## src/rtl/dcwr_pkg.sv

```systemverilog
// Shared types and constants of the DMX channel window receiver.
`timescale 1ns / 1ps

package dcwr_pkg;

  // Default window size in channels.
  localparam int unsigned CHANNELS_DEF = 16;

  // Address field of a command covers the largest supported window.
  localparam int unsigned ADDR_W = 9;

  // Depth of the command queue between front and back.
  localparam int unsigned FIFO_DEPTH = 4;

  localparam logic [9:0] SLOT_MAX = 10'd1023;

  // Operation codes of the input item.
  localparam logic OP_BYTE = 1'b0;
  localparam logic OP_READ = 1'b1;

  // Configuration register indexes.
  localparam logic REG_START_ADDRESS = 1'b0;
  localparam logic REG_DOUBLE_READ   = 1'b1;

  // Register reset values.
  localparam logic [9:0] START_ADDRESS_RST = 10'd1;
  localparam logic       DOUBLE_READ_RST   = 1'b1;

  // One classified item on its way from front to back.
  typedef struct packed {
    logic              is_read;   // read item: return the accepted value
    logic              in_range;  // read item names a channel of the window
    logic              write;     // byte item that lands in the window
    logic              dbl;       // double-read mode at the time of the byte
    logic              sel;       // frame store selected for the byte
    logic [ADDR_W-1:0] addr;      // window index or channel index
    logic [7:0]        data;      // received byte
    logic [31:0]       btime;     // break tick after this item
  } cmd_t;

endpackage

```

## src/rtl/dmx_channel_window_receiver.sv

```systemverilog
// Top level of the DMX channel window receiver.
`timescale 1ns / 1ps

// Usage:
//   Input channel (in_valid_i / in_stall_o): one transfer per item. operation_i
//   selects a received-byte event (data_byte_i, framing_error_i, time_now_i) or
//   a channel read (channel_i, 1-based). Every item yields exactly one result.
//   Output channel (out_valid_o / out_stall_i): channel_value_o carries the
//   accepted value for a read (0 for a byte event or a channel outside the
//   window), last_frame_time_o the tick stamped at the latest break.
//   Configuration: cfg_we_i writes cfg_data_i into register cfg_idx_i
//   (0 start address, 1 double-read mode); write only while idle.
//   Path: command queue, then the read stage, then the result register.
//   Throughput: one item per cycle while in_stall_o is low; the front updates
//   slot counters, the back does one frame-store write and one accepted-value
//   write per cycle.
//   Reset: counters clear, then a clearing pass zeroes the three stores entry
//   by entry while in_stall_o stays high.
//   Output stall: the back pipeline holds; the four-entry command queue keeps
//   taking items until it fills, then in_stall_o rises.
module dmx_channel_window_receiver #(
  parameter int unsigned CHANNELS = dcwr_pkg::CHANNELS_DEF
) (
  input  logic        clk_i,
  input  logic        rst_ni,
  input  logic        cfg_we_i,
  input  logic        cfg_idx_i,
  input  logic [9:0]  cfg_data_i,
  input  logic        in_valid_i,
  output logic        in_stall_o,
  input  logic        operation_i,
  input  logic [7:0]  data_byte_i,
  input  logic        framing_error_i,
  input  logic [7:0]  channel_i,
  input  logic [31:0] time_now_i,
  output logic        out_valid_o,
  input  logic        out_stall_i,
  output logic [7:0]  channel_value_o,
  output logic [31:0] last_frame_time_o
);

  dcwr_pkg::cmd_t push_cmd, head_cmd;
  logic push, pop, q_full, q_empty, clear_busy;

  // Front: accept and classify, track slots and breaks.
  dcwr_front #(
    .CHANNELS(CHANNELS)
  ) u_front (
    .clk_i,
    .rst_ni,
    .cfg_we_i,
    .cfg_idx_i,
    .cfg_data_i,
    .in_valid_i,
    .in_stall_o,
    .operation_i,
    .data_byte_i,
    .framing_error_i,
    .channel_i,
    .time_now_i,
    .queue_full_i (q_full),
    .clear_busy_i (clear_busy),
    .push_o       (push),
    .push_cmd_o   (push_cmd)
  );

  // Queue: decouple front stalls from back stalls.
  dcwr_fifo #(
    .DEPTH(dcwr_pkg::FIFO_DEPTH)
  ) u_fifo (
    .clk_i,
    .rst_ni,
    .push_i     (push),
    .push_cmd_i (push_cmd),
    .pop_i      (pop),
    .head_cmd_o (head_cmd),
    .full_o     (q_full),
    .empty_o    (q_empty)
  );

  // Back: store updates, reads and the result register.
  dcwr_back #(
    .CHANNELS(CHANNELS)
  ) u_back (
    .clk_i,
    .rst_ni,
    .queue_empty_i (q_empty),
    .head_cmd_i    (head_cmd),
    .pop_o         (pop),
    .clear_busy_o  (clear_busy),
    .out_valid_o,
    .out_stall_i,
    .channel_value_o,
    .last_frame_time_o
  );

endmodule

```

## src/rtl/dcwr_fifo.sv

```systemverilog
// Short command queue between the front and the back.
`timescale 1ns / 1ps

module dcwr_fifo #(
  parameter int unsigned DEPTH = dcwr_pkg::FIFO_DEPTH
) (
  input  logic           clk_i,
  input  logic           rst_ni,
  input  logic           push_i,
  input  dcwr_pkg::cmd_t push_cmd_i,
  input  logic           pop_i,
  output dcwr_pkg::cmd_t head_cmd_o,
  output logic           full_o,
  output logic           empty_o
);

  localparam int unsigned PW = (DEPTH > 1) ? $clog2(DEPTH) : 1;
  localparam int unsigned CW = $clog2(DEPTH + 1);

  dcwr_pkg::cmd_t      mem_q [DEPTH];
  logic [PW-1:0]       wr_ptr_q, wr_ptr_d;
  logic [PW-1:0]       rd_ptr_q, rd_ptr_d;
  logic [CW-1:0]       count_q, count_d;
  logic                do_push, do_pop;

  assign full_o     = (count_q == CW'(DEPTH));
  assign empty_o    = (count_q == '0);
  assign do_push    = push_i && !full_o;
  assign do_pop     = pop_i && !empty_o;
  assign head_cmd_o = mem_q[rd_ptr_q];

  always_comb begin
    wr_ptr_d = wr_ptr_q;
    rd_ptr_d = rd_ptr_q;
    count_d  = count_q;
    if (do_push) begin
      wr_ptr_d = (wr_ptr_q == PW'(DEPTH - 1)) ? '0 : wr_ptr_q + PW'(1);
    end
    if (do_pop) begin
      rd_ptr_d = (rd_ptr_q == PW'(DEPTH - 1)) ? '0 : rd_ptr_q + PW'(1);
    end
    if (do_push && !do_pop) begin
      count_d = count_q + CW'(1);
    end else if (do_pop && !do_push) begin
      count_d = count_q - CW'(1);
    end
  end

  always_ff @(posedge clk_i or negedge rst_ni) begin
    if (!rst_ni) begin
      wr_ptr_q <= '0;
      rd_ptr_q <= '0;
      count_q  <= '0;
    end else begin
      wr_ptr_q <= wr_ptr_d;
      rd_ptr_q <= rd_ptr_d;
      count_q  <= count_d;
    end
  end

  always_ff @(posedge clk_i) begin
    if (do_push) begin
      mem_q[wr_ptr_q] <= push_cmd_i;
    end
  end

  a_count_range: assert property (@(posedge clk_i) disable iff (!rst_ni)
    count_q <= CW'(DEPTH))
    else $error("queue count beyond depth");

endmodule

```

## src/rtl/dcwr_front.sv

```systemverilog
// Front end: accept items, track slot position and breaks, classify into commands.
`timescale 1ns / 1ps

module dcwr_front #(
  parameter int unsigned CHANNELS = dcwr_pkg::CHANNELS_DEF
) (
  input  logic           clk_i,
  input  logic           rst_ni,
  input  logic           cfg_we_i,
  input  logic           cfg_idx_i,
  input  logic [9:0]     cfg_data_i,
  input  logic           in_valid_i,
  output logic           in_stall_o,
  input  logic           operation_i,
  input  logic [7:0]     data_byte_i,
  input  logic           framing_error_i,
  input  logic [7:0]     channel_i,
  input  logic [31:0]    time_now_i,
  input  logic           queue_full_i,
  input  logic           clear_busy_i,
  output logic           push_o,
  output dcwr_pkg::cmd_t push_cmd_o
);

  localparam int unsigned WW = $clog2(CHANNELS + 1);
  localparam int unsigned CW = (WW > 8) ? WW : 8;

  logic [9:0]  start_q;
  logic        dbl_q;
  logic [9:0]  slot_q, slot_d;
  logic [WW-1:0] win_q, win_d;
  logic        sel_q, sel_d;
  logic [31:0] btime_q, btime_d;
  logic [10:0] last_slot;
  logic        hit;
  logic [CW-1:0] ch_m1;
  logic        accept;

  assign in_stall_o = queue_full_i || clear_busy_i;
  assign accept     = in_valid_i && !in_stall_o;
  assign push_o     = accept;

  assign last_slot = {1'b0, start_q} + 11'(CHANNELS - 1);
  assign hit = (slot_q >= start_q) && ({1'b0, slot_q} <= last_slot) &&
               (win_q < WW'(CHANNELS));
  assign ch_m1 = CW'(channel_i) - CW'(1);

  always_comb begin
    slot_d  = slot_q;
    win_d   = win_q;
    sel_d   = sel_q;
    btime_d = btime_q;
    push_cmd_o          = '0;
    push_cmd_o.is_read  = (operation_i == dcwr_pkg::OP_READ);
    push_cmd_o.dbl      = dbl_q;
    push_cmd_o.sel      = sel_q;
    push_cmd_o.data     = data_byte_i;
    if (operation_i == dcwr_pkg::OP_BYTE) begin
      push_cmd_o.write = hit;
      push_cmd_o.addr  = dcwr_pkg::ADDR_W'(win_q);
      if (hit) begin
        win_d = win_q + WW'(1);
      end
      if (slot_q < dcwr_pkg::SLOT_MAX) begin
        slot_d = slot_q + 10'd1;
      end
      // Break: the byte is stored first, then restart the frame.
      if (framing_error_i) begin
        btime_d = time_now_i;
        slot_d  = '0;
        win_d   = '0;
        sel_d   = ~sel_q;
      end
    end else begin
      push_cmd_o.in_range = (channel_i != 8'd0) && (10'(channel_i) <= 10'(CHANNELS));
      push_cmd_o.addr     = dcwr_pkg::ADDR_W'(ch_m1);
    end
    push_cmd_o.btime = btime_d;
  end

  always_ff @(posedge clk_i or negedge rst_ni) begin
    if (!rst_ni) begin
      start_q <= dcwr_pkg::START_ADDRESS_RST;
      dbl_q   <= dcwr_pkg::DOUBLE_READ_RST;
    end else if (cfg_we_i) begin
      case (cfg_idx_i)
        dcwr_pkg::REG_START_ADDRESS: start_q <= cfg_data_i;
        dcwr_pkg::REG_DOUBLE_READ:   dbl_q   <= cfg_data_i[0];
        default: ;
      endcase
    end
  end

  always_ff @(posedge clk_i or negedge rst_ni) begin
    if (!rst_ni) begin
      slot_q  <= '0;
      win_q   <= '0;
      sel_q   <= 1'b0;
      btime_q <= '0;
    end else if (accept) begin
      slot_q  <= slot_d;
      win_q   <= win_d;
      sel_q   <= sel_d;
      btime_q <= btime_d;
    end
  end

  a_win_bound: assert property (@(posedge clk_i) disable iff (!rst_ni)
    win_q <= WW'(CHANNELS))
    else $error("window index past the window");

  a_break_restart: assert property (@(posedge clk_i) disable iff (!rst_ni)
    accept && (operation_i == dcwr_pkg::OP_BYTE) && framing_error_i
    |=> (slot_q == '0) && (win_q == '0) && (sel_q != $past(sel_q)))
    else $error("break did not restart the frame");

endmodule

```

## src/rtl/dcwr_back.sv

```systemverilog
// Back end: frame stores, accepted values, clearing pass and result register.
`timescale 1ns / 1ps

module dcwr_back #(
  parameter int unsigned CHANNELS = dcwr_pkg::CHANNELS_DEF
) (
  input  logic           clk_i,
  input  logic           rst_ni,
  input  logic           queue_empty_i,
  input  dcwr_pkg::cmd_t head_cmd_i,
  output logic           pop_o,
  output logic           clear_busy_o,
  output logic           out_valid_o,
  input  logic           out_stall_i,
  output logic [7:0]     channel_value_o,
  output logic [31:0]    last_frame_time_o
);

  localparam int unsigned IW = (CHANNELS > 1) ? $clog2(CHANNELS) : 1;

  logic [7:0] store_a [CHANNELS];
  logic [7:0] store_b [CHANNELS];
  logic [7:0] store_acc [CHANNELS];

  logic          clr_busy_q;
  logic [IW-1:0] clr_idx_q;

  logic           s1_v_q;
  dcwr_pkg::cmd_t s1_cmd_q;
  logic [7:0]     a_rd_q, b_rd_q, acc_rd_q;

  logic        out_v_q;
  logic [7:0]  cv_q;
  logic [31:0] lft_q;

  logic          adv, pop;
  logic [IW-1:0] pop_addr, s1_addr;
  logic          a_we, b_we, acc_we, commit;
  logic [IW-1:0] a_wa, b_wa, acc_wa;
  logic [7:0]    a_wd, b_wd, acc_wd;
  logic [7:0]    other;

  // Advance the whole pipeline unless a result is held by the receiver.
  assign adv      = !out_v_q || !out_stall_i;
  assign pop      = adv && !queue_empty_i && !clr_busy_q;
  assign pop_o    = pop;
  assign pop_addr = head_cmd_i.addr[IW-1:0];
  assign s1_addr  = s1_cmd_q.addr[IW-1:0];
  assign other    = s1_cmd_q.sel ? a_rd_q : b_rd_q;
  assign commit   = adv && s1_v_q && s1_cmd_q.write &&
                    (!s1_cmd_q.dbl || (s1_cmd_q.data == other));

  always_comb begin
    a_we   = pop && head_cmd_i.write && head_cmd_i.dbl && !head_cmd_i.sel;
    b_we   = pop && head_cmd_i.write && head_cmd_i.dbl && head_cmd_i.sel;
    a_wa   = pop_addr;
    b_wa   = pop_addr;
    a_wd   = head_cmd_i.data;
    b_wd   = head_cmd_i.data;
    acc_we = commit;
    acc_wa = s1_addr;
    acc_wd = s1_cmd_q.data;
    if (clr_busy_q) begin
      a_we   = 1'b1;
      b_we   = 1'b1;
      acc_we = 1'b1;
      a_wa   = clr_idx_q;
      b_wa   = clr_idx_q;
      acc_wa = clr_idx_q;
      a_wd   = '0;
      b_wd   = '0;
      acc_wd = '0;
    end
  end

  always_ff @(posedge clk_i or negedge rst_ni) begin
    if (!rst_ni) begin
      clr_busy_q <= 1'b1;
      clr_idx_q  <= '0;
    end else if (clr_busy_q) begin
      clr_idx_q <= clr_idx_q + IW'(1);
      if (clr_idx_q == IW'(CHANNELS - 1)) begin
        clr_busy_q <= 1'b0;
      end
    end
  end

  assign clear_busy_o = clr_busy_q;

  always_ff @(posedge clk_i) begin
    if (a_we) begin
      store_a[a_wa] <= a_wd;
    end
    if (b_we) begin
      store_b[b_wa] <= b_wd;
    end
    if (acc_we) begin
      store_acc[acc_wa] <= acc_wd;
    end
  end

  always_ff @(posedge clk_i) begin
    if (pop) begin
      a_rd_q <= store_a[pop_addr];
      b_rd_q <= store_b[pop_addr];
      if (acc_we && (acc_wa == pop_addr)) begin
        acc_rd_q <= acc_wd;
      end else begin
        acc_rd_q <= store_acc[pop_addr];
      end
      s1_cmd_q <= head_cmd_i;
    end
  end

  always_ff @(posedge clk_i or negedge rst_ni) begin
    if (!rst_ni) begin
      s1_v_q  <= 1'b0;
      out_v_q <= 1'b0;
    end else if (adv) begin
      s1_v_q  <= pop;
      out_v_q <= s1_v_q;
    end
  end

  always_ff @(posedge clk_i) begin
    if (adv && s1_v_q) begin
      cv_q  <= (s1_cmd_q.is_read && s1_cmd_q.in_range) ? acc_rd_q : 8'd0;
      lft_q <= s1_cmd_q.btime;
    end
  end

  assign out_valid_o       = out_v_q;
  assign channel_value_o   = cv_q;
  assign last_frame_time_o = lft_q;

  a_no_work_in_clear: assert property (@(posedge clk_i) disable iff (!rst_ni)
    clr_busy_q |-> !s1_v_q && !pop)
    else $error("item in flight during clearing pass");

  a_commit_only_on_byte: assert property (@(posedge clk_i) disable iff (!rst_ni)
    commit |-> !s1_cmd_q.is_read && adv)
    else $error("accepted value written by a read item");

endmodule

```

## config.mk

```make
export PLATFORM = sky130hd
export DESIGN_NAME = dmx_channel_window_receiver
export DESIGN_NICKNAME = d
export VERILOG_FILES = /design/src/rtl/dcwr_pkg.sv /design/src/rtl/dmx_channel_window_receiver.sv /design/src/rtl/dcwr_fifo.sv /design/src/rtl/dcwr_front.sv /design/src/rtl/dcwr_back.sv
export SDC_FILE = /design/constraint.sdc
export NUM_CORES = 1
export LEC_CHECK = 0
export ABC_AREA = 1
export BUFFER_PORTS_ARGS = -buffer_cell sky130_fd_sc_hd__buf_2
export CORE_MARGIN = 2
export CORE_UTILIZATION = 45
export DETAILED_ROUTE_END_ITERATION = 8
export HOLD_SLACK_MARGIN = 0.02
export SYNTH_ARGS = -nofsm -noshare
export SYNTH_HDL_FRONTEND = slang
export SYNTH_HIERARCHICAL = 1
export SYNTH_SLANG_ARGS = --single-unit
```

## constraint.sdc

```tcl
create_clock -name clk_i -period 4.6 [get_ports clk_i]
set_clock_uncertainty 0.2 [all_clocks]
set_input_delay 0.46 -clock clk_i [delete_from_list [all_inputs] [get_ports clk_i]]
set_output_delay 0.46 -clock clk_i [all_outputs]
set_load 0.01 [all_outputs]
```

==> flow_summary.json, run 1 <==
{
  "power.leakage_nw": 13.8,
  "drive_gt1_share_pct": 15.9,
  "grt_pass1_vias": 19598,
  "overflow": 0,
  "syn-num-nets": 2688,
  "hold_slack_ns": 0.105,
  "syn_area_um2": 32200,
  "instances_no_fill": 3746,
  "antenna_found_initial": 1,
  "dp_cells": 3541,
  "reg2regPathDepth": 9,
  "cts_tree": "yes",
  "insertedDiodeCount": 0,
  "p_per_area_nw_per_um2": 704,
  "period_needed_ns": 3.82,
  "dp_hpwl_mm": 42.5,
  "fin_crit_sh_pct": 83.0,
  "portBuffers": 107,
  "cts_made_buffers": 82,
  "rsz0062_at_grt": "no",
  "start_kind": "flip-flop",
  "max-slew-margin-rel_pct": 23.8,
  "routed_wl_mm": 73.0,
  "fin_ws_ns": 0.781,
  "vias": 19823,
  "cts_root_buffer": "clkbuf_16",
  "core_um2": 71100,
  "pre_cts_slack_ns": 0.750,
  "cts-resized-gates": 0,
  "h-tree-depth": 3,
  "cts_setup_buffers": 0,
  "area_delta_synth_final_pct": 13.9,
  "grt.total_usage_pct": 19.7,
  "hold_viol": 0,
  "ir_drop_mv": 0.613,
  "dieWidth_um": 271,
  "r2r_slack_ns": 0.78,
  "yosys_warnings": 6,
  "vias_per_cell": 5.29,
  "fmax_ghz": 0.262,
  "setup-tns-final_ns": 0,
  "ctsHoldBuffers": 57,
  "hold_path_class": "in2reg",
  "fill_cells": 6146,
  "holdPathStages": 4,
  "dieArea_um2": 73600,
  "tightest_slew_ns": 1.14,
  "avgSynthCellArea_um2": 12.4,
  "nets": 2831,
  "criticalPathCategory": "reg2reg",
  "drtAntennaViolNets": 0,
  "clk_pin_slew_ns": 0.06,
  "wl_per_cell_um": 19.5,
  "grt_max_degree": 195,
  "drt_iter0_drc": 1654,
  "syn_inst": 2589,
  "ios": 108,
  "initial_utilization_pct": 45.2,
  "required_ns": 4.65,
  "setup_violations": 0,
  "drtPass1Iterations": 5,
  "drc": 0,
  "drv_slew": 0,
  "cts.sinks": 766,
  "crit_fanout": 51,
  "grt_first_pass_wirelength_mm": 112,
  "maxCapViolCount": 0,
  "fp-row-count": 98,
  "die_h_um": 271,
  "arrival_ns": 3.87,
  "clk_latency_ns": 0.63,
  "gp_congestion": 0.825,
  "clk_path_buf_depth": 3,
  "status": "completed",
  "end_kind": "flip-flop"
}
-- cell type report --
cell class | instances | area, um^2 | share of cell area [%]
clock inverter | 41 | 387 | 1.06
clock buffer | 107 | 2250 | 6.14
sequential | 766 | 22600 | 61.8
timing repair buffer | 207 | 1460 | 3.98
multi-input combinational | 1424 | 7760 | 21.2
tap | 950 | 1190 | 3.24
inverter | 251 | 946 | 2.58
-- path summary, 6_finish.rpt --
path | startpoint | end
setup / recovery | u_fifo/rd_ptr_q[1] | u_back/store_a[9][6]
hold / removal | channel_i[6] | u_fifo/mem_q[2][52]
setup reg to reg | u_fifo/rd_ptr_q[1] | u_back/store_a[9][6]
hold reg to reg | u_back/s1_cmd_q[22] | u_back/last_frame_time_o[22]
max in group asynchronous | rst_ni | u_front/btime_q[8]
min in group asynchronous | rst_ni | u_front/slot_q[6]
-- cell usage in the layout, fill, tap and decap left out, drive strengths merged --
cell / instances
edfxtp: 693
nand2: 427
nor2: 324
o21ai: 288
inv: 251
buf: 150
o211ai: 129
clkbuf: 107
dfrtp: 70
dlygate4sd3: 57
nand3: 57
o221ai: 50
o22ai: 42
clkinv: 34
ha: 32
a21oi: 28
xor2: 14
nor3: 11
nand4: 7
bufinv: 6
xnor2: 6
dfstp: 3
and3: 2
a31oi: 2
clkinvlp: 1
nor4: 1
fa: 1
nand3b: 1
o21a: 1
o31ai: 1
-- metal layers --
| metal | vias to the layer above | GRT usage, % | part of all wire [%] |
|---|---|---|---|
| li1 | 9403 | - | - |
| met1 | 9721 | 26.8 | 44 |
| met2 | 588 | 32.6 | 48 |
| met3 | 109 | 3.36 | 5.5 |
| met4 | 2 | 5.74 | 2.3 |
| met5 | - | 0 | 0.018 |
-- stage by stage --
stage	power (mW)	utilization (%)	cell area (um^2)
after floorplan	16.5	-	32200
after global placement	19.3	47.0	33400
after detailed placement	19.5	47.0	33400
after CTS	26.0	51.5	36600
after global routing	27.3	51.5	36600
final	25.8	51.5	36600
-- power breakdown --
group | total (mW) | internal, mW | switching (mW)
clock | 6.44 | 3.79 | 2.65
combinational | 8.80 | 2.40 | 6.39
sequential | 10.6 | 9.99 | 0.574
-- registers in the layout, indices dropped and copies added, names as in the netlist, 32 cells and up --
signal,count
u_front/btime_q,32
u_back/store_a,128
u_back/store_b,128
u_back/last_frame_time_o,32
u_fifo/mem_q,196
u_back/store_acc,128
u_back/s1_cmd_q,45
-- worst max-delay path, cell delays in order (launching register included) --
cell      delay (ns)
dfrtp_2         0.36
buf_4           0.59
o211ai_1        0.26
nand2_4         0.16
inv_4           0.05
o21ai_0         0.59
inv_1           0.16
nor2_1          0.22
nand2_1         0.12
nor2_1          0.71
No activity file was read; power rests on OpenSTA's default activity.
==> run 2, diff against run 1 <==
- clock period: 4.6 -> 3.15 ns (I/O delays scaled with it)
==> flow_summary.json, run 2 (synthesis results as in run 1) <==
{
  "crit_path_max_incr_delay_ns": 0.36,
  "pre_cts_slack_ns": 0.0612,
  "drt_iter0_drc": 1494,
  "power.leakage_nw": 14.1,
  "drive_gt1_share_pct": 18.4,
  "wl_per_cell_um": 19.2,
  "grt_first_pass_wirelength_mm": 113,
  "gp_congestion": 0.851,
  "clk_path_buf_depth": 3,
  "area_delta_synth_final_pct": 16.1,
  "dieArea_um2": 73600,
  "grt.total_usage_pct": 19.7,
  "drtAntennaViolNets": 0,
  "cell_internal_pwr_mw": 24.1,
  "final_cell_mix": "edfxtp_1, nand2_1, nor2_1",
  "p_comb_share_pct": 35.9,
  "largest_reg_flops": 196,
  "cp_common_cell": "nand2_1",
  "hold_path_class": "in2async",
  "r2r_slack_ns": 0.16,
  "cp_num_buf_inv": 3,
  "swShare_pct": 37.4,
  "fill_cells": 6091,
  "routed_wl_mm": 72.9,
  "wl_met2_mm": 35.2,
  "status": "completed",
  "cts_root_buffer": "clkbuf_16",
  "dpl-instance-area_um2": 34000,
  "dieWidth_um": 271,
  "end_kind": "flip-flop",
  "grt_pass1_vias": 19539,
  "core_um2": 71100,
  "rsz0062_at_grt": "no",
  "cts_made_buffers": 80,
  "maxCapViolCount": 0,
  "die_h_um": 271,
  "stdcell_area_um2": 37300,
  "wirelength_met1_mm": 31.7,
  "period_needed_ns": 2.99,
  "route.met3.wl_mm": 4.08,
  "path_cells": "buf_4 -> inv_2 -> nand2_1 -> nand2_1 -> nand2_1 -> nand2_1 -> nand2_1 -> nor2_1 -> nand2_1 -> nand2_1 -> nand2_1 -> nand2_2 -> nand3_1 -> nor2_1 -> buf_4",
  "drtPass1Iterations": 5,
  "tightest_slew_ns": 1.17,
  "antenna_found_initial": 3,
  "grt_max_degree": 147,
  "hold_slack_ns": 0.0843,
  "portBuffers": 107,
  "reg2regPathDepth": 15,
  "pwr-share-clk_pct": 24.6,
  "vias": 19938,
  "setup_violations": 0,
  "required_ns": 3.27,
  "top_register": "u_fifo/mem_q",
  "slowest_stage": "edfxtp_1",
  "total_power_mw": 38.5,
  "crit_family": "simple AND/OR/NAND/NOR gates",
  "p_per_area_nw_per_um2": 1030,
  "r2r_start": "u_back/s1_cmd_q[49]",
  "drv_slew": 0,
  "fin_crit_sh_pct": 95.0,
  "fp-row-count": 98,
  "p_sw_mw": 14.4,
  "dp_hpwl_mm": 44.2,
  "ir_drop_mv": 1.06,
  "nets": 2882,
  "overflow": 0,
  "hold_viol": 0,
  "fmax_ghz": 0.334,
  "clk_latency_ns": 0.63,
  "start_kind": "flip-flop",
  "vias_per_cell": 5.24,
  "top_layer": "met5",
  "drc": 0,
  "max-slew-margin-rel_pct": 22.2,
  "cts.sinks": 766,
  "final_common_cell": "edfxtp_1",
  "arrival_ns": 3.11,
  "rr_endpoint": "u_back/store_acc[15][0]",
  "p_seq_share_pct": 39.5,
  "fin_ws_ns": 0.156,
  "criticalPathCategory": "reg2reg",
  "crit_fanout": 13,
  "h-tree-depth": 3,
  "initial_utilization_pct": 45.2,
  "ios": 108,
  "clk_pin_slew_ns": 0.06,
  "cts_tree": "yes"
}
run 2: cell count changes in the layout (fill, tap and decap cells not counted), sizes merged:
cell         change
diode            +2
clkbuf           -7
dlygate4sd3      +5
clkinv           -2
bufinv           +2
clkinvlp         +7
buf             +48
inv              +2
run 2: through the flow:
step / util, % / setup TNS (ns) / std cells
after floorplan: - / -127.23 / 2589
after global placement: 47.9 / 0 / 3587
after detailed placement: 47.9 / 0 / 3587
after CTS: 52.5 / 0 / 3799
after global routing: 52.5 / 0 / 3803
final: 52.5 / 0 / 3803
run 2: what timing repair did:
action                                  in CTS  in global routing
gates resized for setup                      0                  1
hold endpoints to repair                   226                  0
endpoints found under the setup margin       0                 14
hold buffers                                62                  0
buffers inserted                             0                  3
run 2: cell type report:
cell class	instances	area, um^2	share of cell area (%)
tap	950	1190	3.18
timing repair buffer	260	2020	5.40
clock inverter	50	503	1.35
multi-input combinational	1424	7870	21.1
clock buffer	100	2160	5.78
antenna	2	5.00	0.0134
inverter	251	953	2.55
sequential	766	22600	60.6
run 2: per-layer routing:
metal / track usage (%) / up-vias
li1: - / 9516
met1: 26.7 / 9720
met2: 32.4 / 588
met3: 3.14 / 112
met4: 6.75 / 2
met5: 0 / -
run 2: worst max path at each step:
stage / from / endpoint / slack (ns) / depth (start not counted)
3_5_place_dp: u_back/s1_cmd_q[49] / u_back/store_acc[15][3] / 0.06 / 14
2_1_floorplan: u_fifo/count_q[0] / u_fifo/mem_q[0][0] / -0.65 / 8
3_3_place_gp: u_back/s1_cmd_q[49] / u_back/store_acc[15][3] / 0.14 / 14
5_1_grt: u_back/s1_cmd_q[49] / u_back/store_acc[15][0] / 0.05 / 15
6_report: u_back/s1_cmd_q[49] / u_back/store_acc[15][0] / 0.16 / 15
4_1_cts: u_back/s1_cmd_q[49] / u_back/store_acc[15][7] / 0.06 / 14
run 2: power by group through the flow:
stage	Combinational, mW	Sequential (mW)	Clock [mW]
finish	13.8	15.2	9.46
global route	15.2	15.4	10.1
CTS	13.9	15.3	9.69
detailed placement	13.8	15.4	0
global placement	13.5	15.4	0
floorplan	8.87	15.4	0
run 2: worst reg2reg max path, stage by stage, from the launching register on:
cell,delay [ns]
edfxtp_1,0.36
buf_4,0.18
inv_2,0.15
nand2_1,0.09
nand2_1,0.07
nand2_1,0.04
nand2_1,0.06
nand2_1,0.06
nor2_1,0.11
nand2_1,0.12
nand2_1,0.09
nand2_1,0.08
nand2_2,0.28
nand3_1,0.26
nor2_1,0.32
buf_4,0.24
